$ cat src/sv/bcp_pkg.sv
// Shared constants, types and tables for the beacon constellation pose core.
`default_nettype none
package bcp_pkg;
    localparam int CORDIC_STEPS = 16;
    localparam int StepsUsed = (CORDIC_STEPS < 24) ? CORDIC_STEPS : 24;
    localparam int StepW = $clog2(StepsUsed + 1);
    localparam int VW = 40;          // vector datapath width
    localparam int ZW = 28;          // angle accumulator width
    localparam logic [9:0] NotSeen = 10'd1023;
    localparam logic signed [ZW-1:0] HalfPi = 28'sd26353589;
    localparam logic signed [17:0] InvGain = 18'sd39797;

    typedef struct packed {
        logic [1:0] a;
        logic [1:0] c;
    } t_pick;

    function automatic logic signed [ZW-1:0] atan_q24(input logic [4:0] i);
        logic signed [ZW-1:0] r;
        case (i)
            5'd0: r = 28'sd13176795;
            5'd1: r = 28'sd7778716;
            5'd2: r = 28'sd4110060;
            5'd3: r = 28'sd2086331;
            5'd4: r = 28'sd1047214;
            5'd5: r = 28'sd524117;
            5'd6: r = 28'sd262123;
            5'd7: r = 28'sd131069;
            default: r = (i < 5'd24) ? (28'sd65536 >>> (i - 5'd8)) : 28'sd0;
        endcase
        return r;
    endfunction
endpackage
`default_nettype wire

$ cat src/sv/bcp_select.sv
// Pair search: longest and second-longest pair, one pair per cycle.
`default_nettype none
module bcp_select (
    input  wire logic                i_clk,
    input  wire logic                i_rst_n,
    input  wire logic                i_start,
    input  wire logic [3:0][9:0]     i_px,
    input  wire logic [3:0][9:0]     i_py,
    output logic                     o_done,
    output bcp_pkg::t_pick           o_pick
);
    import bcp_pkg::*;
    logic [2:0] r_k;
    logic       r_busy;
    logic [1:0] r_m1, r_m2, r_s1, r_s2;
    logic [21:0] r_dmax, r_d2;
    logic [1:0] pi_i, pi_j;
    logic signed [10:0] ex, ey;
    logic signed [21:0] sq_x, sq_y;
    logic [21:0] d;

    always_comb begin
        case (r_k)
            3'd0: begin pi_i = 2'd0; pi_j = 2'd1; end
            3'd1: begin pi_i = 2'd0; pi_j = 2'd2; end
            3'd2: begin pi_i = 2'd0; pi_j = 2'd3; end
            3'd3: begin pi_i = 2'd1; pi_j = 2'd2; end
            3'd4: begin pi_i = 2'd1; pi_j = 2'd3; end
            default: begin pi_i = 2'd2; pi_j = 2'd3; end
        endcase
        ex = $signed({1'b0, i_px[pi_i]}) - $signed({1'b0, i_px[pi_j]});
        ey = $signed({1'b0, i_py[pi_i]}) - $signed({1'b0, i_py[pi_j]});
        // Square at full width; both squares together still fit 22 bits.
        sq_x = ex * ex;
        sq_y = ey * ey;
        d = $unsigned(sq_x + sq_y);
    end

    always_ff @(posedge i_clk) begin
        if (!i_rst_n) begin
            r_busy <= 1'b0;
            r_k <= '0;
            o_done <= 1'b0;
        end else begin
            o_done <= 1'b0;
            if (i_start) begin
                r_busy <= 1'b1;
                r_k <= '0;
                r_m1 <= 2'd0; r_m2 <= 2'd1; r_s1 <= 2'd0; r_s2 <= 2'd2;
                r_dmax <= '0; r_d2 <= '0;
            end else if (r_busy) begin
                if (d > r_dmax) begin
                    r_s1 <= r_m1; r_s2 <= r_m2; r_d2 <= r_dmax;
                    r_m1 <= pi_i; r_m2 <= pi_j; r_dmax <= d;
                end else if (d > r_d2) begin
                    r_s1 <= pi_i; r_s2 <= pi_j; r_d2 <= d;
                end
                r_k <= r_k + 3'd1;
                if (r_k == 3'd5) begin
                    r_busy <= 1'b0;
                    o_done <= 1'b1;
                end
            end
        end
    end

    always_comb begin
        if (r_m1 == r_s1 || r_m1 == r_s2) begin
            o_pick.c = r_m1; o_pick.a = r_m2;
        end else begin
            o_pick.c = r_m2; o_pick.a = r_m1;
        end
    end
endmodule
`default_nettype wire

$ cat src/sv/bcp_cordic.sv
// Iterative vectoring CORDIC that also rotates the midpoint vector.
`default_nettype none
module bcp_cordic (
    input  wire logic                          i_clk,
    input  wire logic                          i_rst_n,
    input  wire logic                          i_start,
    input  wire logic signed [bcp_pkg::VW-1:0] i_x,
    input  wire logic signed [bcp_pkg::VW-1:0] i_y,
    input  wire logic signed [bcp_pkg::VW-1:0] i_u,
    input  wire logic signed [bcp_pkg::VW-1:0] i_v,
    output logic                               o_done,
    output logic signed [bcp_pkg::VW-1:0]      o_u,
    output logic signed [bcp_pkg::VW-1:0]      o_v,
    output logic signed [bcp_pkg::ZW-1:0]      o_z
);
    import bcp_pkg::*;
    logic signed [VW-1:0] r_x, r_y;
    logic [StepW-1:0] r_i;
    logic r_busy;

    always_ff @(posedge i_clk) begin
        if (!i_rst_n) begin
            r_busy <= 1'b0;
            o_done <= 1'b0;
        end else begin
            o_done <= 1'b0;
            if (i_start) begin
                r_i <= '0;
                o_z <= '0;
                if (i_x == 0 && i_y == 0) begin
                    r_x <= i_x; r_y <= i_y; o_u <= i_u; o_v <= i_v;
                    o_done <= 1'b1;
                end else begin
                    r_busy <= 1'b1;
                    if (i_x < 0 && i_y >= 0) begin
                        r_x <= i_y; r_y <= -i_x; o_u <= i_v; o_v <= -i_u;
                        o_z <= HalfPi;
                    end else if (i_x < 0) begin
                        r_x <= -i_y; r_y <= i_x; o_u <= -i_v; o_v <= i_u;
                        o_z <= -HalfPi;
                    end else begin
                        r_x <= i_x; r_y <= i_y; o_u <= i_u; o_v <= i_v;
                    end
                end
            end else if (r_busy) begin
                if (r_i == StepW'(StepsUsed)) begin
                    r_busy <= 1'b0;
                    o_done <= 1'b1;
                end else begin
                    if (r_y >= 0) begin
                        r_x <= r_x + (r_y >>> r_i); r_y <= r_y - (r_x >>> r_i);
                        o_u <= o_u + (o_v >>> r_i); o_v <= o_v - (o_u >>> r_i);
                        o_z <= o_z + atan_q24(5'(r_i));
                    end else begin
                        r_x <= r_x - (r_y >>> r_i); r_y <= r_y + (r_x >>> r_i);
                        o_u <= o_u - (o_v >>> r_i); o_v <= o_v + (o_u >>> r_i);
                        o_z <= o_z - atan_q24(5'(r_i));
                    end
                    r_i <= r_i + 1'b1;
                end
            end
        end
    end
endmodule
`default_nettype wire

$ cat src/sv/beacon_constellation_pose_core.sv
// Top level of the beacon constellation pose core.
// Sequence: a missed frame goes straight to its result beat; a seen frame passes
// through pair search, set-up, the CORDIC steps and gain, saturation and output
// (the CORDIC returns without iterating when the anchor and far point coincide).
// Throughput: one frame at a time; the next frame is taken only after the result
// beat leaves.
// Reset: synchronous, active low; clears the held pose to zero and the sequencer.
`default_nettype none
module beacon_constellation_pose_core (
    input  wire logic               i_clk,
    input  wire logic               i_rst_n,
    input  wire logic               i_valid,
    output logic                    o_stall,
    input  wire logic [9:0]         i_p0_x,
    input  wire logic [9:0]         i_p1_x,
    input  wire logic [9:0]         i_p2_x,
    input  wire logic [9:0]         i_p3_x,
    input  wire logic [9:0]         i_p0_y,
    input  wire logic [9:0]         i_p1_y,
    input  wire logic [9:0]         i_p2_y,
    input  wire logic [9:0]         i_p3_y,
    output logic                    o_valid,
    input  wire logic               i_stall,
    output logic signed [14:0]      o_field_x,
    output logic signed [14:0]      o_field_y,
    output logic signed [15:0]      o_heading,
    output logic                    o_missed
);
    import bcp_pkg::*;

    typedef enum logic [6:0] {
        S_IDLE  = 7'b0000001,
        S_SEL   = 7'b0000010,
        S_SETUP = 7'b0000100,
        S_CORD  = 7'b0001000,
        S_MULU  = 7'b0010000,
        S_MULV  = 7'b0100000,
        S_OUT   = 7'b1000000
    } t_state;

    t_state r_state;
    logic [3:0][9:0] r_px, r_py;
    logic r_sel_go, r_cord_go;
    logic sel_done, cord_done;
    t_pick pick;
    logic signed [VW-1:0] r_cx, r_cy, r_cu, r_cv;
    logic signed [VW-1:0] cu, cv;
    logic signed [ZW-1:0] cz;
    logic signed [VW-1:0] r_mop;      // operand of the shared gain multiplier
    logic signed [VW+18-1:0] prod;
    logic signed [14:0] r_held_x, r_held_y;
    logic signed [15:0] r_held_h;
    logic miss;
    logic signed [ZW-1:0] hz;
    logic signed [ZW-13:0] hq;

    // Hold off input in reset, while a frame is in work and while a beat waits.
    assign o_stall = !i_rst_n || (r_state != S_IDLE) || o_valid;
    assign miss = (i_p0_x == NotSeen) || (i_p1_x == NotSeen) || (i_p2_x == NotSeen)
               || (i_p3_x == NotSeen) || (i_p0_y == NotSeen) || (i_p1_y == NotSeen)
               || (i_p2_y == NotSeen) || (i_p3_y == NotSeen);

    bcp_select u_sel (
        .i_clk(i_clk), .i_rst_n(i_rst_n), .i_start(r_sel_go),
        .i_px(r_px), .i_py(r_py), .o_done(sel_done), .o_pick(pick)
    );

    bcp_cordic u_cord (
        .i_clk(i_clk), .i_rst_n(i_rst_n), .i_start(r_cord_go),
        .i_x(r_cx), .i_y(r_cy), .i_u(r_cu), .i_v(r_cv),
        .o_done(cord_done), .o_u(cu), .o_v(cv), .o_z(cz)
    );

    // Round the product by 2^31, floor-shift by 32, negate when asked; saturate to 15 bits.
    function automatic logic signed [14:0] gain_sat(input logic signed [VW+18-1:0] p,
                                                    input logic neg);
        logic signed [VW+18-1:0] q;
        logic signed [VW+18-1:0] r;
        q = (p + (58'sd1 <<< 31)) >>> 32;
        r = neg ? -q : q;
        if (r > 58'sd16383) return 15'sd16383;
        if (r < -58'sd16384) return -15'sd16384;
        return r[14:0];
    endfunction

    assign prod = r_mop * InvGain;
    assign hz = cz - HalfPi + 28'sd2048;
    assign hq = hz[ZW-1:12];

    always_ff @(posedge i_clk) begin
        if (!i_rst_n) begin
            r_state <= S_IDLE;
            o_valid <= 1'b0;
            r_sel_go <= 1'b0;
            r_cord_go <= 1'b0;
            r_held_x <= '0;
            r_held_y <= '0;
            r_held_h <= '0;
        end else begin
            r_sel_go <= 1'b0;
            r_cord_go <= 1'b0;
            if (o_valid && !i_stall) o_valid <= 1'b0;
            unique case (r_state)
                S_IDLE: begin
                    if (i_valid && !o_stall) begin
                        r_px <= {i_p3_x, i_p2_x, i_p1_x, i_p0_x};
                        r_py <= {i_p3_y, i_p2_y, i_p1_y, i_p0_y};
                        if (miss) begin
                            o_missed <= 1'b1;
                            r_state <= S_OUT;
                        end else begin
                            o_missed <= 1'b0;
                            r_sel_go <= 1'b1;
                            r_state <= S_SEL;
                        end
                    end
                end
                S_SEL: begin
                    if (sel_done) begin
                        // Scale the difference by 2^16; centre the midpoint on (512, 384) and scale it by 2^20.
                        r_cx <= VW'($signed({1'b0, r_px[pick.a]}) -
                                    $signed({1'b0, r_px[pick.c]})) <<< 16;
                        r_cy <= VW'($signed({1'b0, r_py[pick.a]}) -
                                    $signed({1'b0, r_py[pick.c]})) <<< 16;
                        r_cu <= ((VW'(r_px[pick.a]) + VW'(r_px[pick.c])) * 8 - 8192) <<< 16;
                        r_cv <= ((VW'(r_py[pick.a]) + VW'(r_py[pick.c])) * 8 - 6144) <<< 16;
                        r_state <= S_SETUP;
                    end
                end
                S_SETUP: begin
                    r_cord_go <= 1'b1;
                    r_state <= S_CORD;
                end
                S_CORD: begin
                    if (cord_done) begin
                        r_mop <= cv;
                        if (hq > 17'sd6434) r_held_h <= 16'sd6434;
                        else if (hq < -17'sd19302) r_held_h <= -16'sd19302;
                        else r_held_h <= hq[15:0];
                        r_state <= S_MULU;
                    end
                end
                S_MULU: begin
                    r_held_x <= gain_sat(prod, 1'b0);
                    r_mop <= cu;
                    r_state <= S_MULV;
                end
                S_MULV: begin
                    r_held_y <= gain_sat(prod, 1'b1);
                    r_state <= S_OUT;
                end
                S_OUT: begin
                    o_valid <= 1'b1;
                    r_state <= S_IDLE;
                end
                default: r_state <= S_IDLE;
            endcase
        end
    end

    assign o_field_x = r_held_x;
    assign o_field_y = r_held_y;
    assign o_heading = r_held_h;
endmodule
`default_nettype wire

$ cat config.mk
export PLATFORM = sky130hd
export DESIGN_NAME = beacon_constellation_pose_core
export DESIGN_NICKNAME = d
export VERILOG_FILES = /design/src/sv/bcp_pkg.sv /design/src/sv/bcp_select.sv /design/src/sv/bcp_cordic.sv /design/src/sv/beacon_constellation_pose_core.sv
export SDC_FILE = /design/constraint.sdc
export NUM_CORES = 2
export LEC_CHECK = 0
export ABC_CLOCK_PERIOD_IN_PS = 16960
export BUFFER_PORTS_ARGS = -buffer_cell sky130_fd_sc_hd__buf_2
export CORE_ASPECT_RATIO = 1.4
export CORE_UTILIZATION = 37
export CTS_CLUSTER_DIAMETER = 80
export DETAILED_ROUTE_END_ITERATION = 12
export GPL_TIMING_DRIVEN = 1
export PLACE_DENSITY = 0.51
export SYNTH_ARGS = -nofsm -noshare
export SYNTH_HDL_FRONTEND = slang
export SYNTH_SLANG_ARGS = --single-unit
$ cat constraint.sdc
create_clock -name i_clk -period 16.96 [get_ports i_clk]
set_input_delay 0.848 -clock i_clk [delete_from_list [all_inputs] [get_ports i_clk]]
set_output_delay 0.848 -clock i_clk [all_outputs]
set_load 0.02 [all_outputs]
-- Word-level counts from Yosys, hierarchy flattened
Cells that the tools add are included.
- add/subtract/negate cells: 30
- multiply operators: 3
- order comparisons: 16
- equal/unequal tests: 36
- shift operators: 5
- muxes and demuxes: 131
- bitwise operators: 2
- reductions and logical operators: 40
- operators with widths (kind ; count):
    $mux W40 ; 29
    $mux W28 ; 18
    $pmux W28 S8 ; 1
    $add A40 B40 Y40 ; 4
    $bmux W10 S2 ; 8
    $neg A40 Y40 ; 4
    $sshr A40 B5 Y40 ; 4
    $sub A40 B40 Y40 ; 4
    $mux W15 ; 8
    $mux W22 ; 5
    $eq A10 B10 Y1 const B ; 8
    $ge A40 B1 Y1 const B ; 2
    $logic_not A40 Y1 ; 2
    $mux W10 ; 8
    $pmux W40 S2 ; 1
    $add A57 B33 Y58 const B ; 1
    $gt A58 B15 Y1 const B ; 1
    $lt A58 B15 Y1 const B ; 1
    $neg A26 Y58 ; 1
    $mul A40 B17 Y57 const B ; 1
    $gt A22 B22 Y1 ; 2
    $mul A11 B11 Y22 ; 2
    $sub A10 B10 Y11 ; 4
    $pmux W7 S6 ; 1
    56 further kinds ; 143
- bits in registers: 525
- input port bits: 84
- output and inout bits: 49

-- Depth between registers and ports, before layout
- depth in word-level cells: 14
- depth in mapped cells: 53

-- Modules after synthesis
A second synthesis with hierarchy kept.
- cells, all modules: 8754
- area total of the unflattened synthesis: 78505.3 um^2
- by module, submodules not included (module ; times used ; cells an instance ; area each (um^2)):
    bcp_cordic ; 1 ; 4821 ; 39546.7
    beacon_constellation_pose_core ; 1 ; 2470 ; 25563.3
    bcp_select ; 1 ; 1463 ; 13395.3

-- Worst setup path after synthesis
No wires, ideal clock.
- kind: reg2reg
- start point: register u_sel.r_k[2]
- end point: register u_sel.r_d2[0], enable pin
- library setup time: 409 ps
- arrival time: 11812 ps
- path slack: 4739 ps
- cell stages (with the launch flop): 51
- clock period less this slack: 12221 ps
- cell sequence: dfxtp_1 -> clkbuf_1 -> inv_1 -> ha_1 -> a21o_1 -> nand2_1 -> buf_1 -> mux2i_1 -> nor2_1 -> a21oi_1 -> ha_1 -> nor2b_1 -> o21ai_0 -> nand2b_1 -> a21o_1 -> a21o_1 -> a21o_1 -> a21o_1 -> (+15 left out) -> o21ai_0 -> a21boi_0 -> o21ai_0 -> a21boi_0 -> o21ai_0 -> nand2_1 -> mux2i_1 -> nor2_1 -> inv_1 -> ha_1 -> nand4_1 -> nor4_1 -> nand4_1 -> o31ai_1 -> clkbuf_1 -> nand2_1 -> a21oi_1 -> nor2_1
- cells in the longest elaborated chain, start to end: 11
- elaborated cells between the ends (all ways): 27
- those cells by class: 3 x add/sub; 2 x mul; 2 x order compare; 4 x eq/ne; 10 x mux; 6 x reduce/logical
- ends and longest elaborated chain (element ; line ; RTL):
    start, declared ; bcp_select.sv:13 ; logic [2:0] r_k;
    start signal, assigned ; bcp_select.sv:58 ; r_k <= r_k + 3'd1;
    $eq A3 B2 Y1, or another cell as far along ; bcp_select.sv:23 ; case (r_k)
    $reduce_or A3 Y1 (no line) / $reduce_or A2 Y1 (equally long branches) ; - ;
    $pmux W2 S2 ; bcp_select.sv:23 ;
    $bmux W10 S2 (on tied branches) ; bcp_select.sv:31, bcp_select.sv:32 ;
    $mux W10 (on tied branches) ; bcp_select.sv:31, bcp_select.sv:32 ;
    $sub A10 B10 Y11 (on tied branches) ; bcp_select.sv:31, bcp_select.sv:32 ;
    $mul A11 B11 Y22 (on tied branches) ; bcp_select.sv:34, bcp_select.sv:35 ;
    $add A22 B22 Y22 * ; bcp_select.sv:36 ; d = $unsigned(sq_x + sq_y);
    net u_sel.d[18] ; bcp_select.sv:20 ; logic [21:0] d;
    $gt A22 B22 Y1 (on tied branches) ; bcp_select.sv:55, bcp_select.sv:52 ;
    $reduce_bool A3 Y1 (no line) * ; - ;
    $reduce_and A3 Y1 (no line) * ; - ;
    end signal, assigned ; bcp_select.sv:53 ; r_s1 <= r_m1; r_s2 <= r_m2; r_d2 <= r_dmax;
    end, declared ; bcp_select.sv:16 ; logic [21:0] r_dmax, r_d2;
Mark *: on every way through the listed nets, which the timed path passes. The rest lies on a longest branch. The select of a mux whose other input is x is not followed.
A chain may end at the register's enable or synchronous reset.

-- Worst setup path after layout
- start point: register u_sel.r_k[0]
- end point: register u_sel.r_s1[1], enable pin
- cells in the longest elaborated chain, start to end: 11
- elaborated cells between the ends (all ways): 27
- those cells by class: 3 x add/sub; 2 x mul; 2 x order compare; 4 x eq/ne; 10 x mux; 6 x reduce/logical
- ends and longest elaborated chain (element ; line ; RTL):
    $eq A3 B2 Y1, or another cell as far along ; bcp_select.sv:23 ;
    $reduce_or A3 Y1 (no line) / $reduce_or A2 Y1 (equally long branches) ; - ;
    $pmux W2 S2 ; bcp_select.sv:23 ;
    $bmux W10 S2 (on tied branches) ; bcp_select.sv:31, bcp_select.sv:32 ;
    $mux W10 (on tied branches) ; bcp_select.sv:31, bcp_select.sv:32 ;
    $sub A10 B10 Y11 (on tied branches) ; bcp_select.sv:31, bcp_select.sv:32 ;
    $mul A11 B11 Y22 (on tied branches) ; bcp_select.sv:34, bcp_select.sv:35 ;
    $add A22 B22 Y22 * ; bcp_select.sv:36 ;
    net u_sel.d[18] ; bcp_select.sv:20 ;
    $gt A22 B22 Y1 (on tied branches) ; bcp_select.sv:55, bcp_select.sv:52 ;
    $reduce_bool A3 Y1 (no line) * ; - ;
    $reduce_and A3 Y1 (no line) * ; - ;
    end signal, assigned ; bcp_select.sv:53 ;
    end, declared ; bcp_select.sv:15 ; logic [1:0] r_m1, r_m2, r_s1, r_s2;
Marked as above.

==> run metrics <==
status finished, final reports clean; Hold Buf Count CTS 0; Worst Tran Pin Value 1252 ps; area of placed instances 0.07098 sq mm; Worst path slowest cell xnor2_1; router iterations before antenna repair 6; Worst-path clk slew 60 ps; final setup vio count 0; CTS max path bufs 3; Mapped Cells 7,325; Setup Skew ~26 ps; CP max stage delay 590 ps; Post-synth ARST share 0%; RSZ-0062 raised after global routing false; vias in the first global route 55,847; global-route wire length before repair about 320,000 microns; initial antenna violation count 2; hold_sp i_p3_x[8]; die footprint 0.1858 sq mm; Register-to-Register Setup Slack just under 4000 ps; Num CTS Buffers between 50 and 60; Mapped Area a little under 0.07 sq mm; WL final approximately 210,000 microns; Top Ports 133; Crit Reg-Reg Endpoint u_sel.r_s1[1]; post-cts sizing count 0; EDFF count, synth 409; Hold WC Path Type in -> reg; Required @ worst endpoint 17,350 ps; global-route usage over all layers 22.50%; RR Startpoint u_sel.r_k[0]; final hold violations 0; Synth Flop Type edfxtp_1; CTS tree yes; post-route setup slack 3940 ps; Rows 185; flops & latches, synth 472; worst setup path category reg -> reg; routed wire length per instance 21.50 microns; Max-slew headroom between 15 and 20%; max frequency 0.07680 GHz; Critical Path Source Type flop; worst hold path cell count 1; register area share after synthesis 19.89%; Slew Viols, Final 0; via count 53,954; Reg2Reg Depth 51; total setup buffers inserted after CTS 0; Max Cap Viol 0; width of the die 364.5 microns; setup slack at placement roughly 3900 ps; Sum Neg Setup Slack 0 ps; IO buf count 132; gp weighted congestion 1.043; layout cell share with drive strength beyond 1 9.609%; Die Y 509.6 microns; largest net degree at the start of global routing approximately 160; post-route cell area around 0.073 sq mm; clk root buf clkbuf_16; core area roughly 0.18 sq mm; Clk Latency, worst-skew pair 700 ps; Final ANT Viol Nets 0; final routed DRC violation total 0; Initial Utilization 37.37%; Unique masters post-synth 110; CTS H-tree lvls 2; WHS Endpoint r_px[38]; syn avg cell area 9.295 sq um; initial drt markers ~3,600; Mapped Nets 8,614; Critical Path Sink Type flop; Final Net Count approximately 8,600; DP HPWL 170,500 microns; Tmin final 13,020 ps; crit share post-route 76.77%; CP Max Fanout between 40 and 50; Synth Warn # 0; CP Data Arrival Time 13,410 ps; final core occ about two fifths; area grow syn2layout 7.196%; global route total overflow 0; Num Clock Sinks 472; vias per std cell 5.522
## flip-flops by register name (all words and copies together) (netlist names), 3 cells and up
register and flops:
u_cord.r_i 5, r_cy 10, u_cord.o_v 40, r_state 7
r_cx 10, u_sel.r_dmax 22, r_cv 12, u_cord.o_z 28
r_px 40, r_py 40, r_mop 40, u_sel.r_k 3
u_cord.r_x 40, o_field_x 15, u_cord.o_u 40, u_sel.r_d2 22
r_cu 11, u_cord.r_y 40, o_field_y 15, o_heading 16
## kinds of logic after synthesis
| logic type | Yosys count | share of synthesized area, % |
|---|---|---|
| xor+xnor | 483 | 6.213 |
| fa+ha+maj | 1205 | 28.36 |
| mux | 467 | 11.13 |
| simple gates | 1847 | 12.60 |
| flops | 472 | 19.89 |
| compound gates | 1563 | 14.17 |
| buf+inv | 1288 | 7.621 |
## cell usage after synthesis (all sizes together) (12+ instances only)
master  instances  area [sq um]
a211o          12         105.1
a211oi         46         350.3
a21boi         20         150.1
a21o          148          1111
a21oi         394          1987
a22oi          14         105.1
a31oi          47         294.0
and2           35         219.0
and3           46         287.8
buf           120         787.0
clkbuf        173         666.9
dfxtp          63          1261
edfxtp        409         12280
fa            564         11290
ha            641          8020
inv           992          3724
mux2          109          1227
mux2i         142          1421
mux4          216          4932
nand2         656          2465
nand2b         80         500.5
nand3         115         585.6
nand4          70         456.7
nor2          508          1917
nor2b          63         394.1
nor3          107         551.8
nor4           34         249.0
o211ai         60         450.4
o21a           60         450.4
o21ai         512          2562
o21bai         51         382.9
o22ai          28         175.2
o31ai          50         380.4
o41ai          16         166.4
or2            37         231.5
or3            42         267.8
or4            15         127.6
xnor2         287          2514
xor2          196          1717
## layer usage
| layer | global-route usage [%] | vias up | part of all wire [%] |
|---|---|---|---|
| met5 | 0 | - | 0 |
| met4 | 9.699 | 0 | 4.7 |
| met1 | 25.79 | 26780 | 39 |
| met2 | 42.32 | 1324 | 53 |
| met3 | 1.794 | 400 | 3.4 |
| li1 | - | 25450 | - |
## area by class of cell
| type | instances | area (sq um) |
|---|---|---|
| Antenna cell | 2 | 5.005 |
| Tap cell | 2431 | 3042 |
| Fill cell | 18259 | 109200 |
| Sequential cell | 472 | 13550 |
| Clock buffer | 70 | 1549 |
| Clock inverter | 38 | 455.4 |
| Inverter | 995 | 3742 |
| Multi-Input combinational cell | 5565 | 49440 |
| Timing Repair Buffer | 197 | 1199 |
## worst max-delay path by stage
stage | from | end | slack (ps)
2_1_floorplan | u_sel.r_k[2] | u_sel.r_d2[0] | 4740
3_3_place_gp | u_sel.r_k[0] | u_sel.r_s1[1] | 4040
3_5_place_dp | u_sel.r_k[2] | u_sel.r_s1[1] | 3880
4_1_cts | u_sel.r_k[2] | u_sel.r_s1[1] | 3840
5_1_grt | u_sel.r_k[0] | u_sel.r_s1[0] | 2750
6_report | u_sel.r_k[0] | u_sel.r_s1[1] | 3940
## worst max-delay path: cells and delay by family (launching register included)
family / cells / cell delay [ps]
muxes: 1 / 90
xor gates and xnor gates: 1 / 590
and+or+nand+nor: 12 / 2120
buffers and inverters: 9 / 1650
adders and majority gates: 11 / 4440
AOI/OAI and AO/OA: 17 / 3430
DFF: 1 / 350
## per-stage QoR
step	hold WS [ps]	std cells
after floorplan	461.6	7325
after global placement	437.2	9660
after detailed placement	442.0	9660
after CTS	305.2	9768
after global routing	326.5	9769
final	351.9	9770
## cell usage in the layout, fill, tap and decap left out, types with 61 or more instances in the layout
| cell | n |
|---|---|
| a21o_1 | 148 |
| a21oi_1 | 389 |
| buf_2 | 132 |
| buf_4 | 61 |
| dfxtp_1 | 61 |
| edfxtp_1 | 409 |
| fa_1 | 564 |
| ha_1 | 641 |
| inv_1 | 987 |
| mux2_2 | 109 |
| mux2i_1 | 137 |
| mux4_2 | 198 |
| nand2_1 | 655 |
| nand2b_1 | 80 |
| nand3_1 | 112 |
| nand4_1 | 67 |
| nor2_1 | 500 |
| nor2b_1 | 63 |
| nor3_1 | 104 |
| o21ai_0 | 501 |
| xnor2_1 | 287 |
| xor2_1 | 196 |
Power is left out: the tool's default activity adds up to more than one toggle a clock period on the data nets, which glitch-free logic cannot reach.
